File: config.mk
export PLATFORM = sky130hd
export DESIGN_NAME = allele_count_ref_alt_caller
export DESIGN_NICKNAME = d
export VERILOG_FILES = /design/src/rtl/acrc_pkg.sv /design/src/rtl/acrc_ctrl.sv /design/src/rtl/acrc_datapath.sv /design/src/rtl/allele_count_ref_alt_caller.sv
export SDC_FILE = /design/constraint.sdc
export NUM_CORES = 1
export LEC_CHECK = 0
export BUFFER_PORTS_ARGS = -buffer_cell sky130_fd_sc_hd__buf_4
export CORE_MARGIN = 2
export CORE_UTILIZATION = 67
export DETAILED_ROUTE_END_ITERATION = 10
export HOLD_SLACK_MARGIN = 0.15
export PLACE_DENSITY = 0.95
export RECOVER_POWER = 25
export REMOVE_ABC_BUFFERS = 1
export SYNTH_ARGS = -nofsm -noshare
export SYNTH_HDL_FRONTEND = slang
export SYNTH_HIERARCHICAL = 1
export SYNTH_SLANG_ARGS = --single-unit
export TNS_END_PERCENT = 5
File: constraint.sdc
create_clock -name clk -period 11.6 [get_ports clk]
set_input_delay 0.58 -clock clk [delete_from_list [all_inputs] [get_ports clk]]
set_output_delay 0.58 -clock clk [all_outputs]
set_load 0.005 [all_outputs]
File: src/rtl/acrc_pkg.sv
// Shared types, constants and helpers for the ref/alt allele caller.
package acrc_pkg;

    // Base counter width and saturation ceiling
    localparam int CNT_W = 18;
    localparam logic [CNT_W-1:0] COUNT_MAX = {CNT_W{1'b1}};

    // Number of counted bases, in A, G, T, C order
    localparam int NUM_BASES = 4;
    localparam int IDX_W = $clog2(NUM_BASES);

    // ASCII codes of the counted bases
    localparam logic [7:0] ASCII_A = 8'h41;
    localparam logic [7:0] ASCII_G = 8'h47;
    localparam logic [7:0] ASCII_T = 8'h54;
    localparam logic [7:0] ASCII_C = 8'h43;

    // Reference base codes on the result port
    localparam logic [2:0] REF_A = 3'd0;
    localparam logic [2:0] REF_G = 3'd1;
    localparam logic [2:0] REF_T = 3'd2;
    localparam logic [2:0] REF_C = 3'd3;
    localparam logic [2:0] REF_N = 3'd4;

    // Alternate mask bits
    localparam logic [NUM_BASES-1:0] MASK_A = 4'b0001;
    localparam logic [NUM_BASES-1:0] MASK_G = 4'b0010;

    // Controller states
    typedef enum logic [2:0] {
        ST_IDLE = 3'b001,
        ST_SCAN = 3'b010,
        ST_EMIT = 3'b100
    } state_t;

    // Commands from controller to datapath
    typedef struct packed {
        logic             count_en;   // add this request's alleles
        logic             scan_en;    // compare one counter against the running max
        logic             scan_init;  // first scan step: start from zero and N
        logic [IDX_W-1:0] scan_idx;   // counter under compare
        logic             emit;       // register the call and clear counters
    } cmd_t;

    // One-hot base match of an allele byte, bit order A, G, T, C
    function automatic logic [NUM_BASES-1:0] base_match(input logic [7:0] b);
        logic [NUM_BASES-1:0] m;
        m[0] = (b == ASCII_A);
        m[1] = (b == ASCII_G);
        m[2] = (b == ASCII_T);
        m[3] = (b == ASCII_C);
        return m;
    endfunction

endpackage

File: src/rtl/acrc_ctrl.sv
// Controller state machine: accepts requests, sequences scan and result.
module acrc_ctrl (
    input  logic              clk,
    input  logic              rst_n,
    input  logic              start,
    input  logic              last_individual,
    output logic              busy,
    output acrc_pkg::cmd_t    cmd
);

    acrc_pkg::state_t                state_reg, state_next;
    logic [acrc_pkg::IDX_W-1:0]      idx_reg, idx_next;
    logic                            accept;

    assign busy   = (state_reg != acrc_pkg::ST_IDLE);
    assign accept = start && !busy;

    // Next state and scan index
    always_comb
    begin
        state_next = state_reg;
        idx_next   = idx_reg;
        case (state_reg)
            acrc_pkg::ST_IDLE:
            begin
                idx_next = '0;
                if (accept && last_individual)
                begin
                    state_next = acrc_pkg::ST_SCAN;
                end
            end
            acrc_pkg::ST_SCAN:
            begin
                idx_next = idx_reg + 1'b1;
                if (idx_reg == acrc_pkg::IDX_W'(acrc_pkg::NUM_BASES - 1))
                begin
                    state_next = acrc_pkg::ST_EMIT;
                end
            end
            acrc_pkg::ST_EMIT:
            begin
                state_next = acrc_pkg::ST_IDLE;
            end
            default:
            begin
                state_next = acrc_pkg::ST_IDLE;
            end
        endcase
    end

    // Drive datapath commands
    always_comb
    begin
        cmd.count_en  = accept;
        cmd.scan_en   = (state_reg == acrc_pkg::ST_SCAN);
        cmd.scan_init = (state_reg == acrc_pkg::ST_SCAN) && (idx_reg == '0);
        cmd.scan_idx  = idx_reg;
        cmd.emit      = (state_reg == acrc_pkg::ST_EMIT);
    end

    // Hold state
    always_ff @(posedge clk or negedge rst_n)
    begin
        if (!rst_n)
        begin
            state_reg <= acrc_pkg::ST_IDLE;
            idx_reg   <= '0;
        end
        else
        begin
            state_reg <= state_next;
            idx_reg   <= idx_next;
        end
    end

`ifndef SYNTHESIS
    // A request that closes a column must make the block busy
    a_last_goes_busy: assert property (@(posedge clk) disable iff (!rst_n)
        (start && !busy && last_individual) |=> busy)
        else $error("last request did not start the call");

    // Result phase always follows the final scan step
    a_scan_to_emit: assert property (@(posedge clk) disable iff (!rst_n)
        (state_reg == acrc_pkg::ST_SCAN
         && idx_reg == acrc_pkg::IDX_W'(acrc_pkg::NUM_BASES - 1))
        |=> (state_reg == acrc_pkg::ST_EMIT))
        else $error("scan did not end in result phase");

    // Result phase returns to idle in the next cycle
    a_emit_to_idle: assert property (@(posedge clk) disable iff (!rst_n)
        (state_reg == acrc_pkg::ST_EMIT) |=> (state_reg == acrc_pkg::ST_IDLE))
        else $error("result phase did not return to idle");
`endif

endmodule

File: src/rtl/acrc_datapath.sv
// Datapath: base counters, max scan and call registers.
module acrc_datapath (
    input  logic                  clk,
    input  logic                  rst_n,
    input  acrc_pkg::cmd_t        cmd,
    input  logic                  cfg_write,
    input  logic                  cfg_mode,
    input  logic [7:0]            allele_first,
    input  logic [7:0]            allele_second,
    output logic                  done,
    output logic [2:0]            ref_base,
    output logic [3:0]            alt_mask,
    output logic                  alt_none,
    output logic                  ancestral_is_a
);

    logic [acrc_pkg::NUM_BASES-1:0][acrc_pkg::CNT_W-1:0] cnt_reg, cnt_next;
    logic                                   mode_reg;
    logic [acrc_pkg::CNT_W-1:0]             max_reg, max_next;
    logic [2:0]                             best_reg, best_next;
    logic [acrc_pkg::NUM_BASES-1:0]         seen_reg, seen_next;
    logic                                   done_reg;
    logic [2:0]                             ref_reg, ref_next;
    logic [3:0]                             mask_reg, mask_next;
    logic                                   anc_reg;
    logic [acrc_pkg::NUM_BASES-1:0]         m_first, m_second;
    logic [acrc_pkg::CNT_W-1:0]             cur_cnt, run_max;
    logic [2:0]                             run_best;
    logic [acrc_pkg::NUM_BASES-1:0]         run_seen;
    logic [acrc_pkg::NUM_BASES-1:0]         best_bit;

    assign m_first  = acrc_pkg::base_match(allele_first);
    assign m_second = acrc_pkg::base_match(allele_second);

    // Saturating counter update, clear on result
    always_comb
    begin
        logic [1:0]               inc;
        logic [acrc_pkg::CNT_W:0] sum;
        cnt_next = cnt_reg;
        for (int k = 0; k < acrc_pkg::NUM_BASES; k++)
        begin
            inc = {1'b0, m_first[k]} + {1'b0, m_second[k]};
            sum = {1'b0, cnt_reg[k]} + {{(acrc_pkg::CNT_W - 1){1'b0}}, inc};
            if (cmd.emit)
            begin
                cnt_next[k] = '0;
            end
            else if (cmd.count_en)
            begin
                cnt_next[k] = sum[acrc_pkg::CNT_W] ? acrc_pkg::COUNT_MAX
                                                   : sum[acrc_pkg::CNT_W-1:0];
            end
        end
    end

    // One scan step: strict compare keeps ties on the earlier base
    assign cur_cnt  = cnt_reg[cmd.scan_idx];
    assign run_max  = cmd.scan_init ? '0 : max_reg;
    assign run_best = cmd.scan_init ? acrc_pkg::REF_N : best_reg;
    assign run_seen = cmd.scan_init ? '0 : seen_reg;

    always_comb
    begin
        max_next  = max_reg;
        best_next = best_reg;
        seen_next = seen_reg;
        if (cmd.scan_en)
        begin
            max_next  = run_max;
            best_next = run_best;
            seen_next = run_seen;
            if (cur_cnt > run_max)
            begin
                max_next  = cur_cnt;
                best_next = {1'b0, cmd.scan_idx};
            end
            seen_next[cmd.scan_idx] = (cur_cnt != '0);
        end
    end

    // Form the call
    always_comb
    begin
        best_bit = '0;
        if (best_reg != acrc_pkg::REF_N)
        begin
            best_bit[best_reg[acrc_pkg::IDX_W-1:0]] = 1'b1;
        end
        if (mode_reg)
        begin
            if (cnt_reg[0] > cnt_reg[1])
            begin
                ref_next  = acrc_pkg::REF_A;
                mask_next = acrc_pkg::MASK_G;
            end
            else
            begin
                ref_next  = acrc_pkg::REF_G;
                mask_next = acrc_pkg::MASK_A;
            end
        end
        else
        begin
            ref_next  = best_reg;
            mask_next = seen_reg & ~best_bit;
        end
    end

    // Hold counters, mode and strobe
    always_ff @(posedge clk or negedge rst_n)
    begin
        if (!rst_n)
        begin
            cnt_reg  <= '0;
            mode_reg <= 1'b0;
            done_reg <= 1'b0;
        end
        else
        begin
            cnt_reg  <= cnt_next;
            done_reg <= cmd.emit;
            if (cfg_write)
            begin
                mode_reg <= cfg_mode;
            end
        end
    end

    // Scan and result payload
    always_ff @(posedge clk)
    begin
        max_reg  <= max_next;
        best_reg <= best_next;
        seen_reg <= seen_next;
        if (cmd.emit)
        begin
            ref_reg  <= ref_next;
            mask_reg <= mask_next;
            anc_reg  <= mode_reg;
        end
    end

    assign done           = done_reg;
    assign ref_base       = ref_reg;
    assign alt_mask       = mask_reg;
    assign alt_none       = (mask_reg == '0);
    assign ancestral_is_a = anc_reg;

`ifndef SYNTHESIS
    // Counters are empty right after a result
    a_clear_after_call: assert property (@(posedge clk) disable iff (!rst_n)
        done_reg |-> (cnt_reg == '0))
        else $error("counters not cleared after result");

    // Biallelic call never names T, C or N
    a_bi_ref: assert property (@(posedge clk) disable iff (!rst_n)
        (done_reg && anc_reg) |-> (ref_reg == acrc_pkg::REF_A
                                   || ref_reg == acrc_pkg::REF_G))
        else $error("biallelic reference outside A/G");

    // The reference base is never listed as an alternate
    a_ref_not_alt: assert property (@(posedge clk) disable iff (!rst_n)
        (done_reg && ref_reg != acrc_pkg::REF_N)
        |-> !mask_reg[ref_reg[acrc_pkg::IDX_W-1:0]])
        else $error("reference also marked alternate");
`endif

endmodule

File: src/rtl/allele_count_ref_alt_caller.sv
// Top level of the reference/alternate allele caller for one SNP column.
//
// Requests: one individual per request, taken when start is high and busy is
// low; allele_first/allele_second are ASCII bytes, A G T C are counted.
// last_individual closes the column. Non-final requests are taken back to
// back, one per cycle. After a final request busy rises while the block
// steps one shared 18-bit comparator over the A, G, T, C counters in turn
// to find the most frequent base, then forms the call and clears the
// counters. done pulses for one cycle with ref_base, alt_mask, alt_none and
// ancestral_is_a in the first cycle that busy is low again; the receiver
// cannot stall it, and the next column may start in the cycle done is high.
// Configuration: biallelic_mode is written through cfg_valid/cfg_ready; the
// user must write it only while no column is in flight, which the block does
// not enforce itself; cfg_ready is always high.
// Reset (rst_n low, asynchronous): counters cleared, full four-base mode,
// controller idle, no result pending.
module allele_count_ref_alt_caller (
    input  logic       clk,
    input  logic       rst_n,
    input  logic       start,
    output logic       busy,
    input  logic [7:0] allele_first,
    input  logic [7:0] allele_second,
    input  logic       last_individual,
    input  logic       cfg_valid,
    output logic       cfg_ready,
    input  logic       biallelic_mode,
    output logic       done,
    output logic [2:0] ref_base,
    output logic [3:0] alt_mask,
    output logic       alt_none,
    output logic       ancestral_is_a
);

    acrc_pkg::cmd_t cmd;

    assign cfg_ready = 1'b1;

    // Sequence requests
    acrc_ctrl u_ctrl (
        .clk             (clk),
        .rst_n           (rst_n),
        .start           (start),
        .last_individual (last_individual),
        .busy            (busy),
        .cmd             (cmd)
    );

    // Count and call
    acrc_datapath u_dp (
        .clk            (clk),
        .rst_n          (rst_n),
        .cmd            (cmd),
        .cfg_write      (cfg_valid && cfg_ready),
        .cfg_mode       (biallelic_mode),
        .allele_first   (allele_first),
        .allele_second  (allele_second),
        .done           (done),
        .ref_base       (ref_base),
        .alt_mask       (alt_mask),
        .alt_none       (alt_none),
        .ancestral_is_a (ancestral_is_a)
    );

endmodule

Word-level counts from Yosys, hierarchy flattened
Cells that the tools add are included.

word-level totals
  bits of input ports = 22
  latch bits = 0
  memories kept = 0
  ROM bits = 0
  flip-flop bits (word level) = 112
  RAM bits = 0
  output and inout port bits = 12
  logic and storage cells = 95

operators by class
  magnitude comparators = 6
  shift-type cells = 0
  bitwise operators = 2
  muxes and demuxes = 33
  reduce and logical (&&, ||, !) cells = 14
  add/subtract/negate cells = 9
  eq/ne operators = 16
  multipliers = 0
  div/mod/pow operators = 0

operators with widths
  operator                                                                             number
  18-bit two-way mux                                                                   15
  18-bit by 2-bit adder with 19-bit output                                             4
  8-bit by 7-bit equality test with 1-bit output, second input constant                8
  18-bit binary-select mux with 2-bit select                                           1
  18-bit greater-than comparator                                                       2
  18-bit nonzero test                                                                  1
  3-bit two-way mux                                                                    4
  4-bit two-way mux                                                                    3
  1-bit by 1-bit adder with 2-bit output                                               4
  2-bit by 3-bit less-than comparator with 1-bit output, second input constant         2
  3-bit one-hot mux with 2 select lines                                                1
  2-bit nonzero test                                                                   3
  1-bit logical AND                                                                    5
  4-bit AND                                                                            1
  4-bit bitwise mux                                                                    1
  1-bit demux with 2-bit select                                                        2
  2-bit by 1-bit greater-or-equal comparator with 1-bit output, second input constant  2
  4-bit zero test                                                                      1
  2-bit two-way mux                                                                    2
  2-bit by 1-bit != test with 1-bit output, second input constant                      2
  4-bit NOT                                                                            1
  2-bit one-hot mux with 2 select lines                                                1
  2-bit AND reduction                                                                  2
  3-bit by 1-bit equality test with 1-bit output, second input constant                1
  other kinds (9)                                                                      11

Depth between registers and ports, before layout
Gate-level depths: netlist of run 1.

  depth after elaboration = 8
  gate-level depth with buffers = 13
  gate-level depth less buffers = 11

By module
The synthesis of run 1 kept the hierarchy.

modules (own cells, without submodules)
  module                       instances  cells an instance  area an instance (µm²)  sequential area each (µm²)
  acrc_datapath                1          733                7166.9                  2842.7
  acrc_ctrl                    1          31                 337.8                   126.4
  allele_count_ref_alt_caller  1          2                  11.3                    0.0

Worst setup path before layout of run 1
No wires, ideal clock.

  path type = reg2reg
  start point = reg u_ctrl.state_reg[1]
  end point = reg u_dp/max_reg[11] (netlist name), data pin
  slack = 7.502 ns
  arrival = 3.838 ns
  buffers on the path = 3
  clock period less this slack = 4.098 ns
  setup time = 0.260 ns
  required time = 11.340 ns
  cell stages (with the launch flop) = 14
  cells stage by stage = dfrtp_1 clkbuf_2 nor3b_2 and2_1 clkbuf_1 nor2b_1 inv_1 ha_1 nand4_1 nor2_1 a311o_1 o22ai_1 clkbuf_1 mux2_2

RTL lines
  what                    RTL line              RTL
  from (decl)             acrc_ctrl.sv:11       acrc_pkg::state_t state_reg, state_next;
  from (signal assigned)  acrc_ctrl.sv:66       state_reg <= acrc_pkg::ST_IDLE;
  from (signal assigned)  acrc_ctrl.sv:71       state_reg <= state_next;
  to (signal assigned)    acrc_datapath.sv:133  max_reg <= max_next;
  to (decl)               acrc_datapath.sv:19   logic [acrc_pkg::CNT_W-1:0] max_reg, max_next;

==> out/summary.txt, run 1 <==
Deepest clock path buffer count -> 2
Met3 track utilization from global routing -> 4.45%
Clock tree from TritonCTS -> done
DP HPWL -> 12,700 um
Busiest layer in global routing -> met2
Post-route clock skew -> 0.00985 ns
Port Buffer Count -> 32
Leakage power of the design -> 3.35 nW
Number of synthesized register bits -> 112
Number of levels the H-tree was split into -> 3
Max-cap violation count -> 1
Reg2reg start -> u_ctrl/idx_reg[0]$_DFFE_PN0N_
Least-Margin Pin Slew -> 4.26 ns
Data required time of the worst path -> 11.73 ns
Buf+Inv Stages, Crit Path -> 2
Via count of the first global-routing pass -> 6,230
Antenna Diode Count -> 0
Number of standard cells in the final layout excluding fillers -> 916
Buffer count from post-CTS setup fixing -> 0
Tightest Hold Check Type -> in -> reg
Via-to-Cell Ratio -> 6.96
Final number of hold-violating endpoints -> 0
Crit Path Category -> reg -> reg
Number of distinct standard cells referenced by the synthesized netlist -> 71
Worst EP arrival -> 4.64 ns
Latest clock arrival within the worst-skew pair -> 0.38 ns
Yosys warning count -> 6
Summed area of non-filler cells in the final layout -> 7970 um2
Number of antenna violations at the first check in global routing -> 0
Capturing element type of the critical path -> register
Worst voltage drop across the vdd grid -> 97.7 uV
Cell area after placement -> 7790 um2
Power density normalized to cell area -> 101 nW/um2
Wire per inst -> 19.4 um
Width of the die -> 110 um
Pin count of the biggest net entering global routing -> 82
Yosys top cell area share -> 26.0%
Area Growth Syn to Fin -> 6.08%
Setup-violating endpoint count in the final report -> 0
Cts bufs inserted -> 9
Vias after detailed routing -> 6,372
Number of max-slew violations in the final report -> 80
Number of instances resized during post-cts repair -> 0
Largest fanout of any net on the critical path -> 30
Family with the most delay on the worst path -> compound AO/OA/AOI/OAI gates
Total die area -> 12,100 um2
Violated checks -> max-capacitance violations, max-slew violations
RSZ-0062 raised after global routing -> no
Initial DRC Count -> 793
Routed Wire Length -> 17,700 um
Library cell with the largest summed area after synthesis -> sky130_fd_sc_hd__dfrtp_1
Cells along the critical path -> inv_1 -> ha_1 -> and2_1 -> nor2b_1 -> inv_1 -> ha_1 -> nand4_1 -> nor2_1 -> a311o_1 -> o22ai_2 -> mux2_2
Io pins -> 34
Wire length of the first global-routing pass -> 29,300 um
Worst hold path startpoint -> cfg_valid
Std cell rows -> 38
Die Y -> 110 um
Met1 usage -> 40.0%
Main synth FF type -> sky130_fd_sc_hd__dfrtp_1
Minimum period implied by the final worst setup slack -> 4.51 ns
Post-synthesis average cell area -> 9.81 um2
Post-route DRC violation count -> 0
Layout cells sized above 1 -> 12.9%
Mapped Cells -> 766
Initial core utilization -> 69.0%
Delay of the slowest cell on the worst path -> 1.05 ns
Final total power -> 0.000808 W
Placeable core region -> 10,900 um2
Max Freq -> 222 MHz
Tot GR Track Use -> 31.5%
Share of the clock period used by the worst path after layout -> 38.9%
Total standard cell area after synthesis -> 7520 um2
Result of the run -> finished with violations
Clk slew on worst S/H paths -> 0.10 ns
Part of the Yosys area used for sequential elements -> 39.5%
Sum Neg Setup Slack -> 0 ns
Worst setup path startpoint -> u_ctrl/idx_reg[0]$_DFFE_PN0N_
Pre-Repair DR Iteration Count -> 6
Hold buffers post-CTS -> 0
Slowest CP cell -> sky130_fd_sc_hd__dfrtp_1
Sum of overflow across all layers after global routing -> 0
Commonest non-fill, non-tap cells in the layout -> 78 x sky130_fd_sc_hd__dfrtp_1, 60 x sky130_fd_sc_hd__inv_1, 57 x sky130_fd_sc_hd__nor2_1
Most common cell after layout, fill and taps aside -> sky130_fd_sc_hd__dfrtp_1
Final antenna-violating net count -> 0
Worst-case headroom to the max-slew limit -> -184%
Master cell of the clock root buffer -> sky130_fd_sc_hd__clkbuf_8
Placed cell count -> 900
GPL Wtd Cong -> 0.930
Largest cells by area after synthesis -> sky130_fd_sc_hd__dfrtp_1 26%, sky130_fd_sc_hd__edfxtp_1 13%, sky130_fd_sc_hd__ha_1 7.0%
Met2 capacity usage during global routing -> 53.0%
Nets -> 839
Type of origin of the critical path -> register
Number of clock sinks seen by CTS -> 112
Ys async rst share -> 70.5%
Number of flops mapped to enable cells by yosys -> 33
Max reg flops -> 72
==> where the power goes <==
part	total [W]	internal (W)	switching, W
registers	0.000447	0.000425	0.0000222
clock network	0.000234	0.0000990	0.000135
logic	0.000128	0.0000542	0.0000735
==> synth_stat cells (all sizes together) (4+ instances only) <==
library cell	n
edfxtp	33
nor3b	6
a21o	6
a311oi	6
and3b	5
mux2	18
nor4b	5
dfrtp	78
nor2	58
nand2b	5
mux4	18
nand2	37
fa	4
and4	14
o21bai	5
a41oi	5
and3	25
inv	60
o21ai	29
nor2b	29
nand4	24
nand3	29
nor3	30
ha	42
mux2i	13
a221oi	13
buf	10
nor4	8
a211oi	26
and2	7
a21oi	27
o21a	7
clkbuf	32
a31oi	14
==> path summary, 6_finish.rpt <==
check | to | slack [ns] | depth (start not counted)
min in group asynchronous | u_dp/cnt_reg[1]$_DFFE_PN0P_ | 1.68 | 1
worst min-delay path | u_dp/mode_reg$_DFFE_PN0P_ | 0.39 | 2
worst max-delay path | u_dp/max_reg[11]$_DFFE_PP_ | 7.09 | 11
worst max register to register | u_dp/max_reg[11]$_DFFE_PP_ | 7.09 | 11
worst min register to register | u_dp/cnt_reg[66]$_DFFE_PN0P_ | 0.52 | 1
max in group asynchronous | u_ctrl/idx_reg[1]$_DFFE_PN0N_ | 7.53 | 1
==> metrics by stage <==
stage,util [%],setup WS (ns),hold slack [ns]
floorplan,-,6.04,0.284
global placement,71.5,7.36,0.493
detailed placement,71.5,7.11,0.500
CTS,73.3,7.06,0.371
global route,73.2,6.57,0.376
finish,73.2,7.09,0.385
==> logic make-up (layout without fill, tap and decap cells) <==
| family | Yosys count | count (layout) | synth area share (%) |
|---|---|---|---|
| flip-flops | 112 | 112 | 39.5 |
| AND/OR/NAND/NOR | 295 | 295 | 22.2 |
| multiplexers | 49 | 49 | 9.82 |
| AO/OA/AOI/OAI | 161 | 161 | 14.8 |
| buffers and inverters | 102 | 112 | 5.51 |
| other | 1 | 1 | 0.0499 |
| adder cells (fa/ha/maj) | 46 | 46 | 8.06 |
==> cell type report <==
| type | count | area (um2) |
|---|---|---|
| Tap cell | 140 | 175 |
| Inverter | 60 | 225 |
| Sequential cell | 112 | 2970 |
| Fill cell | 724 | 2920 |
| Multi-Input combinational cell | 552 | 4150 |
| Timing Repair Buffer | 36 | 267 |
| Clock buffer | 10 | 128 |
| Clock inverter | 6 | 60.1 |
==> metal layers <==
layer / vias up / wire length, um
met5: - / 0
li1: 2886 / -
met3: 66 / 1310
met1: 3075 / 6900
met4: 0 / 702
met2: 345 / 8820
Note: power is estimated with default switching activity, not from simulation.
==> inputs of run 2 (changes only) <==
--- a/config.mk
+++ b/config.mk
@@ -5,12 +5,13 @@
 export SDC_FILE = /design/constraint.sdc
 export NUM_CORES = 1
 export LEC_CHECK = 0
+export ABC_AREA = 1
 export BUFFER_PORTS_ARGS = -buffer_cell sky130_fd_sc_hd__buf_4
 export CORE_MARGIN = 2
-export CORE_UTILIZATION = 67
+export CORE_UTILIZATION = 57
 export DETAILED_ROUTE_END_ITERATION = 10
 export HOLD_SLACK_MARGIN = 0.15
-export PLACE_DENSITY = 0.95
+export PLACE_DENSITY = 0.89
 export RECOVER_POWER = 25
 export REMOVE_ABC_BUFFERS = 1
 export SYNTH_ARGS = -nofsm -noshare
==> constraint.sdc (replaced) <==
create_clock -name clk -period 4 [get_ports clk]
set_input_delay 0.2 -clock clk [delete_from_list [all_inputs] [get_ports clk]]
set_output_delay 0.2 -clock clk [all_outputs]
set_load 0.005 [all_outputs]
==> out/summary.txt, run 2 <==
Result of the run -> finished with violations
Tightest Hold Check Type -> in -> reg
Cell types with the highest counts after synthesis -> 437 x sky130_fd_sc_hd__nand2_1, 150 x sky130_fd_sc_hd__inv_1, 108 x sky130_fd_sc_hd__nor2_1
Worst EP arrival -> 3.54 ns
Clock tree from TritonCTS -> done
Io pins -> 34
R2R setup slack -> 0.51 ns
Final number of hold-violating endpoints -> 0
Destination of the worst register-to-register timing path -> u_dp/best_reg[2]$_SDFFCE_PP0P_
Crit Path Category -> reg -> reg
Worst-case headroom to the max-slew limit -> -101%
Tot GR Track Use -> 28.7%
Total standard cell area after synthesis -> 8350 um2
Library cell with the largest summed area after synthesis -> sky130_fd_sc_hd__dfrtp_1
Max reg flops -> 72
Wire length of the first global-routing pass -> 36,600 um
Cts bufs inserted -> 9
Number of instances resized during post-cts repair -> 0
Post-synthesis average cell area -> 6.83 um2
Routed Wire Length -> 22,100 um
Via count of the first global-routing pass -> 7,626
Worst setup path startpoint -> u_ctrl/idx_reg[1]$_DFFE_PN0N_
Die Y -> 125 um
Number of flops mapped to enable cells by yosys -> 33
Post-route clock skew -> 0.00945 ns
Antenna Diode Count -> 0
Number of distinct standard cells referenced by the synthesized netlist -> 42
Largest cells by area after synthesis -> sky130_fd_sc_hd__dfrtp_1 23%, sky130_fd_sc_hd__nand2_1 20%, sky130_fd_sc_hd__edfxtp_1 12%
Data required time of the worst path -> 4.05 ns
Power density normalized to cell area -> 507 nW/um2
Worst voltage drop across the vdd grid -> 280 uV
Capturing element type of the critical path -> register
Share of the clock period used by the worst path after layout -> 87.2%
Final antenna-violating net count -> 0
Setup-violating endpoint count in the final report -> 0
Reg2reg start -> u_ctrl/idx_reg[1]$_DFFE_PN0N_
Mapped Cells -> 1,223
Master cell of the clock root buffer -> sky130_fd_sc_hd__clkbuf_16
Critical path endpoint -> u_dp/best_reg[2]$_SDFFCE_PP0P_
Yosys warning count -> 6
Dominant cell by count in the synthesized netlist -> sky130_fd_sc_hd__nand2_1
Violated checks -> max-capacitance violations, max-slew violations
RSZ-0062 raised after global routing -> no
Cells along the critical path -> inv_1 -> ha_1 -> inv_1 -> nor2_1 -> inv_1 -> nand2_1 -> ha_1 -> nand2_1 -> nor2_1 -> nand2_1 -> nor2_1 -> nor2_1 -> nand2_2 -> nand2_2 -> a21oi_1
Type of origin of the critical path -> register
Via-to-Cell Ratio -> 5.78
Commonest non-fill, non-tap cells in the layout -> 437 x sky130_fd_sc_hd__nand2_1, 150 x sky130_fd_sc_hd__inv_1, 106 x sky130_fd_sc_hd__nor2_1
Main synth FF type -> sky130_fd_sc_hd__dfrtp_1
Least-Margin Pin Slew -> 3.02 ns
Part of the Yosys area used for sequential elements -> 35.6%
Std cell rows -> 44
Clk slew on worst S/H paths -> 0.08 ns
Pre-Repair DR Iteration Count -> 6
DP HPWL -> 15,900 um
Filler Cells Inserted -> 1,262
Number of antenna violations at the first check in global routing -> 0
Largest fanout of any net on the critical path -> 22
Total die area -> 15,600 um2
Max-cap violation count -> 1
Most common cell after layout, fill and taps aside -> sky130_fd_sc_hd__nand2_1
Leakage power of the design -> 4.64 nW
Nets -> 1,316
Initial core utilization -> 57.9%
Placeable core region -> 14,400 um2
Pin count of the biggest net entering global routing -> 53
Port Buffer Count -> 32
Family with the most delay on the worst path -> simple AND/OR/NAND/NOR gates
Number of clock sinks seen by CTS -> 112
Minimum period implied by the final worst setup slack -> 3.49 ns
Top cell by count, worst path -> sky130_fd_sc_hd__nor2_1
Post-route DRC violation count -> 0
Logic depth of the worst register-to-register path -> 15
Number of max-slew violations in the final report -> 53
Latest clock arrival within the worst-skew pair -> 0.37 ns
Slowest CP cell -> sky130_fd_sc_hd__dfrtp_1
Ys async rst share -> 70.5%
Sum Neg Setup Slack -> 0 ns
Initial DRC Count -> 846
Layout cells sized above 1 -> 8.14%
Max Freq -> 287 MHz
Number of synthesized register bits -> 112
Vias after detailed routing -> 8,312
Yosys top cell area share -> 23.4%
Area Growth Syn to Fin -> 8.51%
Sum of overflow across all layers after global routing -> 0
Deepest clock path buffer count -> 2
Delay of the slowest cell on the worst path -> 0.59 ns
Buffer count from post-CTS setup fixing -> 0
Worst slack on hold paths -> 0.405 ns
Width of the die -> 125 um
Number of levels the H-tree was split into -> 3
Wire per inst -> 15.4 um
Buf+Inv Stages, Crit Path -> 3
GPL Wtd Cong -> 1.01
Stages on worst setup path -> 15
run 2: layout make-up:
| cell class | instances | area [um2] | share of cell area, % |
|---|---|---|---|
| flip-flops and latches | 112 | 2970 | 32.8 |
| clock buffers | 9 | 225 | 2.49 |
| well taps | 184 | 230 | 2.54 |
| inverters | 158 | 593 | 6.54 |
| repair buffers | 49 | 375 | 4.14 |
| multi-input cells | 918 | 4590 | 50.7 |
| clock inverters | 7 | 76.3 | 0.842 |
run 2: worst min-delay path by stage:
stage / from / end / slack (ns) / cells after the start
4_1_cts: allele_first[5] / u_dp/cnt_reg[36]$_DFFE_PN0P_ / 0.41 / 7
5_1_grt: allele_second[2] / u_dp/cnt_reg[0]$_DFFE_PN0P_ / 0.47 / 7
3_3_place_gp: rst_n / u_ctrl/state_reg[1]$_DFFE_PN0P_ / 0.30 / 1
6_report: allele_second[2] / u_dp/cnt_reg[0]$_DFFE_PN0P_ / 0.41 / 7
2_1_floorplan: rst_n / u_ctrl/idx_reg[0]$_DFFE_PN0N_ / -0.1 / 0
3_5_place_dp: rst_n / u_ctrl/state_reg[1]$_DFFE_PN0P_ / 0.30 / 1
run 2: cell families after synthesis:
kind of cell	count (synthesis)	share of synthesized area [%]
simple gates	742	38.3
flops	112	35.6
buf+inv	193	9.63
other cells	1	0.0449
compound gates	107	6.88
fa+ha+maj	46	7.25
xor+xnor	22	2.31
run 2: power breakdown:
part | switching, W | internal (W)
Combinational | 0.00131 | 0.000599
Sequential | 0.000301 | 0.00144
Clock | 0.000452 | 0.000492
run 2: tightest hold or removal path: stages:
cell	delay, ns
sky130_fd_sc_hd__buf_4	0.09
sky130_fd_sc_hd__nor3_1	0.04
sky130_fd_sc_hd__nand2_1	0.08
sky130_fd_sc_hd__fa_1	0.16
sky130_fd_sc_hd__nand2_1	0.05
sky130_fd_sc_hd__nand2_1	0.05
sky130_fd_sc_hd__o21ai_0	0.06
run 2: stage by stage:
step | cells | utilization (%) | setup WS (ns) | power, W | instance area [um2]
6_report | 1437 | 62.8 | 0.510 | 0.00459 | 9060
5_1_grt | 1437 | 62.8 | 0.126 | 0.00490 | 9060
4_1_cts | 1437 | 62.9 | 0.544 | 0.00454 | 9070
3_5_place_dp | 1415 | 60.4 | 0.599 | 0.00359 | 8710
3_3_place_gp | 1415 | 60.4 | 0.730 | 0.00350 | 8710
2_1_floorplan | 1188 | - | 0.278 | 0.00295 | 8140
run 2: per-layer routing:
metal / up-vias / global-route usage, % / wire length, um
met5: - / 0 / 0
met4: 0 / 13.3 / 891
met3: 90 / 5.01 / 2020
met2: 464 / 46.0 / 10200
met1: 3789 / 38.2 / 8980
li1: 3969 / - / -
run 2: repair_timing:
action,CTS,global route
hold buffers,6,0
setup endpoints to repair,0,0
hold endpoints to repair,53,0
==> inputs of run 3 (changes only) <==
--- a/config.mk
+++ b/config.mk
@@ -8,10 +8,10 @@
 export ABC_AREA = 1
 export BUFFER_PORTS_ARGS = -buffer_cell sky130_fd_sc_hd__buf_4
 export CORE_MARGIN = 2
-export CORE_UTILIZATION = 57
+export CORE_UTILIZATION = 63
 export DETAILED_ROUTE_END_ITERATION = 10
 export HOLD_SLACK_MARGIN = 0.15
-export PLACE_DENSITY = 0.89
+export PLACE_DENSITY = 0.81
 export RECOVER_POWER = 25
 export REMOVE_ABC_BUFFERS = 1
 export SYNTH_ARGS = -nofsm -noshare
==> constraint.sdc (replaced) <==
create_clock -name clk -period 3.5 [get_ports clk]
set_input_delay 0.175 -clock clk [delete_from_list [all_inputs] [get_ports clk]]
set_output_delay 0.175 -clock clk [all_outputs]
set_load 0.005 [all_outputs]
==> out/summary.txt, run 3 (synthesized netlist as in run 2, its figures left out) <==
Die Y -> 119 um
Worst-case headroom to the max-slew limit -> 0.336%
Commonest non-fill, non-tap cells in the layout -> 437 x sky130_fd_sc_hd__nand2_1, 150 x sky130_fd_sc_hd__inv_1, 106 x sky130_fd_sc_hd__nor2_1
Type of origin of the critical path -> register
Area Growth Syn to Fin -> 9.63%
Tot GR Track Use -> 32.4%
Wire per inst -> 15.2 um
Final antenna-violating net count -> 0
Post-route DRC violation count -> 0
Initial core utilization -> 63.8%
Uppermost routed layer -> met4
Initial DRC Count -> 900
Std cell rows -> 42
Nets -> 1,325
Routed length on met1 -> 9550 um
Least-Margin Pin Slew -> 1.49 ns
Deepest clock path buffer count -> 2
Number of levels the H-tree was split into -> 3
Hold buffers post-CTS -> 6
Final number of hold-violating endpoints -> 0
Number of instances resized during post-cts repair -> 0
Largest fanout of any net on the critical path -> 14
Cell area after placement -> 8780 um2
Detail Route met3 WL -> 1750 um
Worst voltage drop across the vdd grid -> 339 uV
Vias after detailed routing -> 8,113
Minimum period implied by the final worst setup slack -> 3.09 ns
GPL Wtd Cong -> 1.04
Port Buffer Count -> 32
Post-route clock skew -> 0.00813 ns
Worst EP arrival -> 3.21 ns
Share of the clock period used by the worst path after layout -> 88.1%
Leakage power of the design -> 4.70 nW
R2R setup slack -> 0.41 ns
Buffer count from post-CTS setup fixing -> 0
Data required time of the worst path -> 3.62 ns
Summed area of non-filler cells in the final layout -> 9160 um2
Clock tree from TritonCTS -> done
Via-to-Cell Ratio -> 5.64
Routed Wire Length -> 21,900 um
Sum of overflow across all layers after global routing -> 0
Most common cell after layout, fill and taps aside -> sky130_fd_sc_hd__nand2_1
DP HPWL -> 16,200 um
Violated checks -> max-capacitance violations
Layout cells sized above 1 -> 8.95%
Tightest Hold Check Type -> in -> reg
Max Freq -> 324 MHz
Setup-violating endpoint count in the final report -> 0
Placed cell count -> 1,416
Pre-Repair DR Iteration Count -> 5
Capturing element type of the critical path -> register
Power density normalized to cell area -> 584 nW/um2
Number of standard cells in the final layout excluding fillers -> 1,438
Number of antenna violations at the first check in global routing -> 0
Via count of the first global-routing pass -> 7,551
Number of clock sinks seen by CTS -> 112
RSZ-0062 raised after global routing -> no
Width of the die -> 119 um
Result of the run -> finished with violations
Total die area -> 14,200 um2
Clk slew on worst S/H paths -> 0.08 ns
Latest clock arrival within the worst-skew pair -> 0.36 ns
Met2 wirelength from detailed routing -> 9850 um
Antenna Diode Count -> 0
Number of max-slew violations in the final report -> 0
Wire length of the first global-routing pass -> 36,800 um
Cts bufs inserted -> 9
Max-cap violation count -> 1
Master cell of the clock root buffer -> sky130_fd_sc_hd__clkbuf_16
Io pins -> 34
Crit Path Category -> reg -> reg
Placeable core region -> 13,100 um2
Max reg flops -> 72
Pin count of the biggest net entering global routing -> 58
run 3: cell types whose count changed in the layout (fill, tap and decap cells not counted), sizes merged:
| cell | delta |
|---|---|
| clkbuf | +6 |
| buf | +3 |
| inv | +2 |
| clkinv | -1 |
| clkinvlp | -1 |
run 3: worst max-delay path, stage by stage (launching register included):
cell	delay [ns]
sky130_fd_sc_hd__dfrtp_1	0.48
sky130_fd_sc_hd__inv_1	0.10
sky130_fd_sc_hd__ha_1	0.21
sky130_fd_sc_hd__inv_1	0.05
sky130_fd_sc_hd__nor2_1	0.05
sky130_fd_sc_hd__inv_1	0.31
sky130_fd_sc_hd__buf_4	0.21
sky130_fd_sc_hd__nand2_1	0.07
sky130_fd_sc_hd__ha_1	0.29
sky130_fd_sc_hd__nand2_1	0.07
sky130_fd_sc_hd__nor2_1	0.20
sky130_fd_sc_hd__nand3_1	0.10
sky130_fd_sc_hd__nor2_1	0.10
sky130_fd_sc_hd__nor2_1	0.06
sky130_fd_sc_hd__nand2_2	0.06
sky130_fd_sc_hd__nand2_2	0.12
sky130_fd_sc_hd__buf_4	0.22
sky130_fd_sc_hd__nand2_1	0.09
sky130_fd_sc_hd__nand2_1	0.05
run 3: stage by stage:
stage	utilization (%)	TNS, ns	hold slack, ns	worst slack [ns]	power, W
final	70.0	0	0.380	0.415	0.00535
after global routing	70.0	0	0.434	0.124	0.00574
after CTS	70.0	0	0.361	0.443	0.00531
after detailed placement	67.1	0	0.296	0.365	0.00417
after global placement	67.1	0	0.299	0.482	0.00411
after floorplan	-	-1.37	-0.121	-0.222	0.00337
run 3: routing by layer:
layer / vias up / track usage [%]
li1: 3996 / -
met1: 3720 / 45.4
met2: 348 / 51.0
met3: 49 / 4.45
met4: 0 / 12.9
met5: - / 0
run 3: cell type report:
class                   count  area (um2)
multi-input cells         918        4590
fillers                  1111        3930
flip-flops and latches    112        2970
inverters                 158         593
repair buffers             58         460
clock buffers               9         225
well taps                 176         220
clock inverters             7        95.1
run 3: path summary, 6_finish.rpt:
kind                                                        end  cells after the start                     startpoint
worst max-delay path                 u_dp/max_reg[15]$_DFFE_PP_                     18  u_ctrl/idx_reg[0]$_DFFE_PN0N_
worst min-delay path                u_dp/cnt_reg[0]$_DFFE_PN0P_                      7               allele_second[2]
worst max register to register       u_dp/max_reg[15]$_DFFE_PP_                     18  u_ctrl/idx_reg[0]$_DFFE_PN0N_
worst min register to register     u_dp/cnt_reg[69]$_DFFE_PN0P_                      2   u_dp/cnt_reg[69]$_DFFE_PN0P_
max in group asynchronous       u_ctrl/state_reg[0]$_DFFE_PN1P_                      3                          rst_n
min in group asynchronous           u_dp/cnt_reg[5]$_DFFE_PN0P_                      2                          rst_n
run 3: report_power, final:
part           switching (W)  internal (W)
clock               0.000546      0.000581
combinational        0.00152      0.000733
sequential          0.000334       0.00164
total                0.00240       0.00295
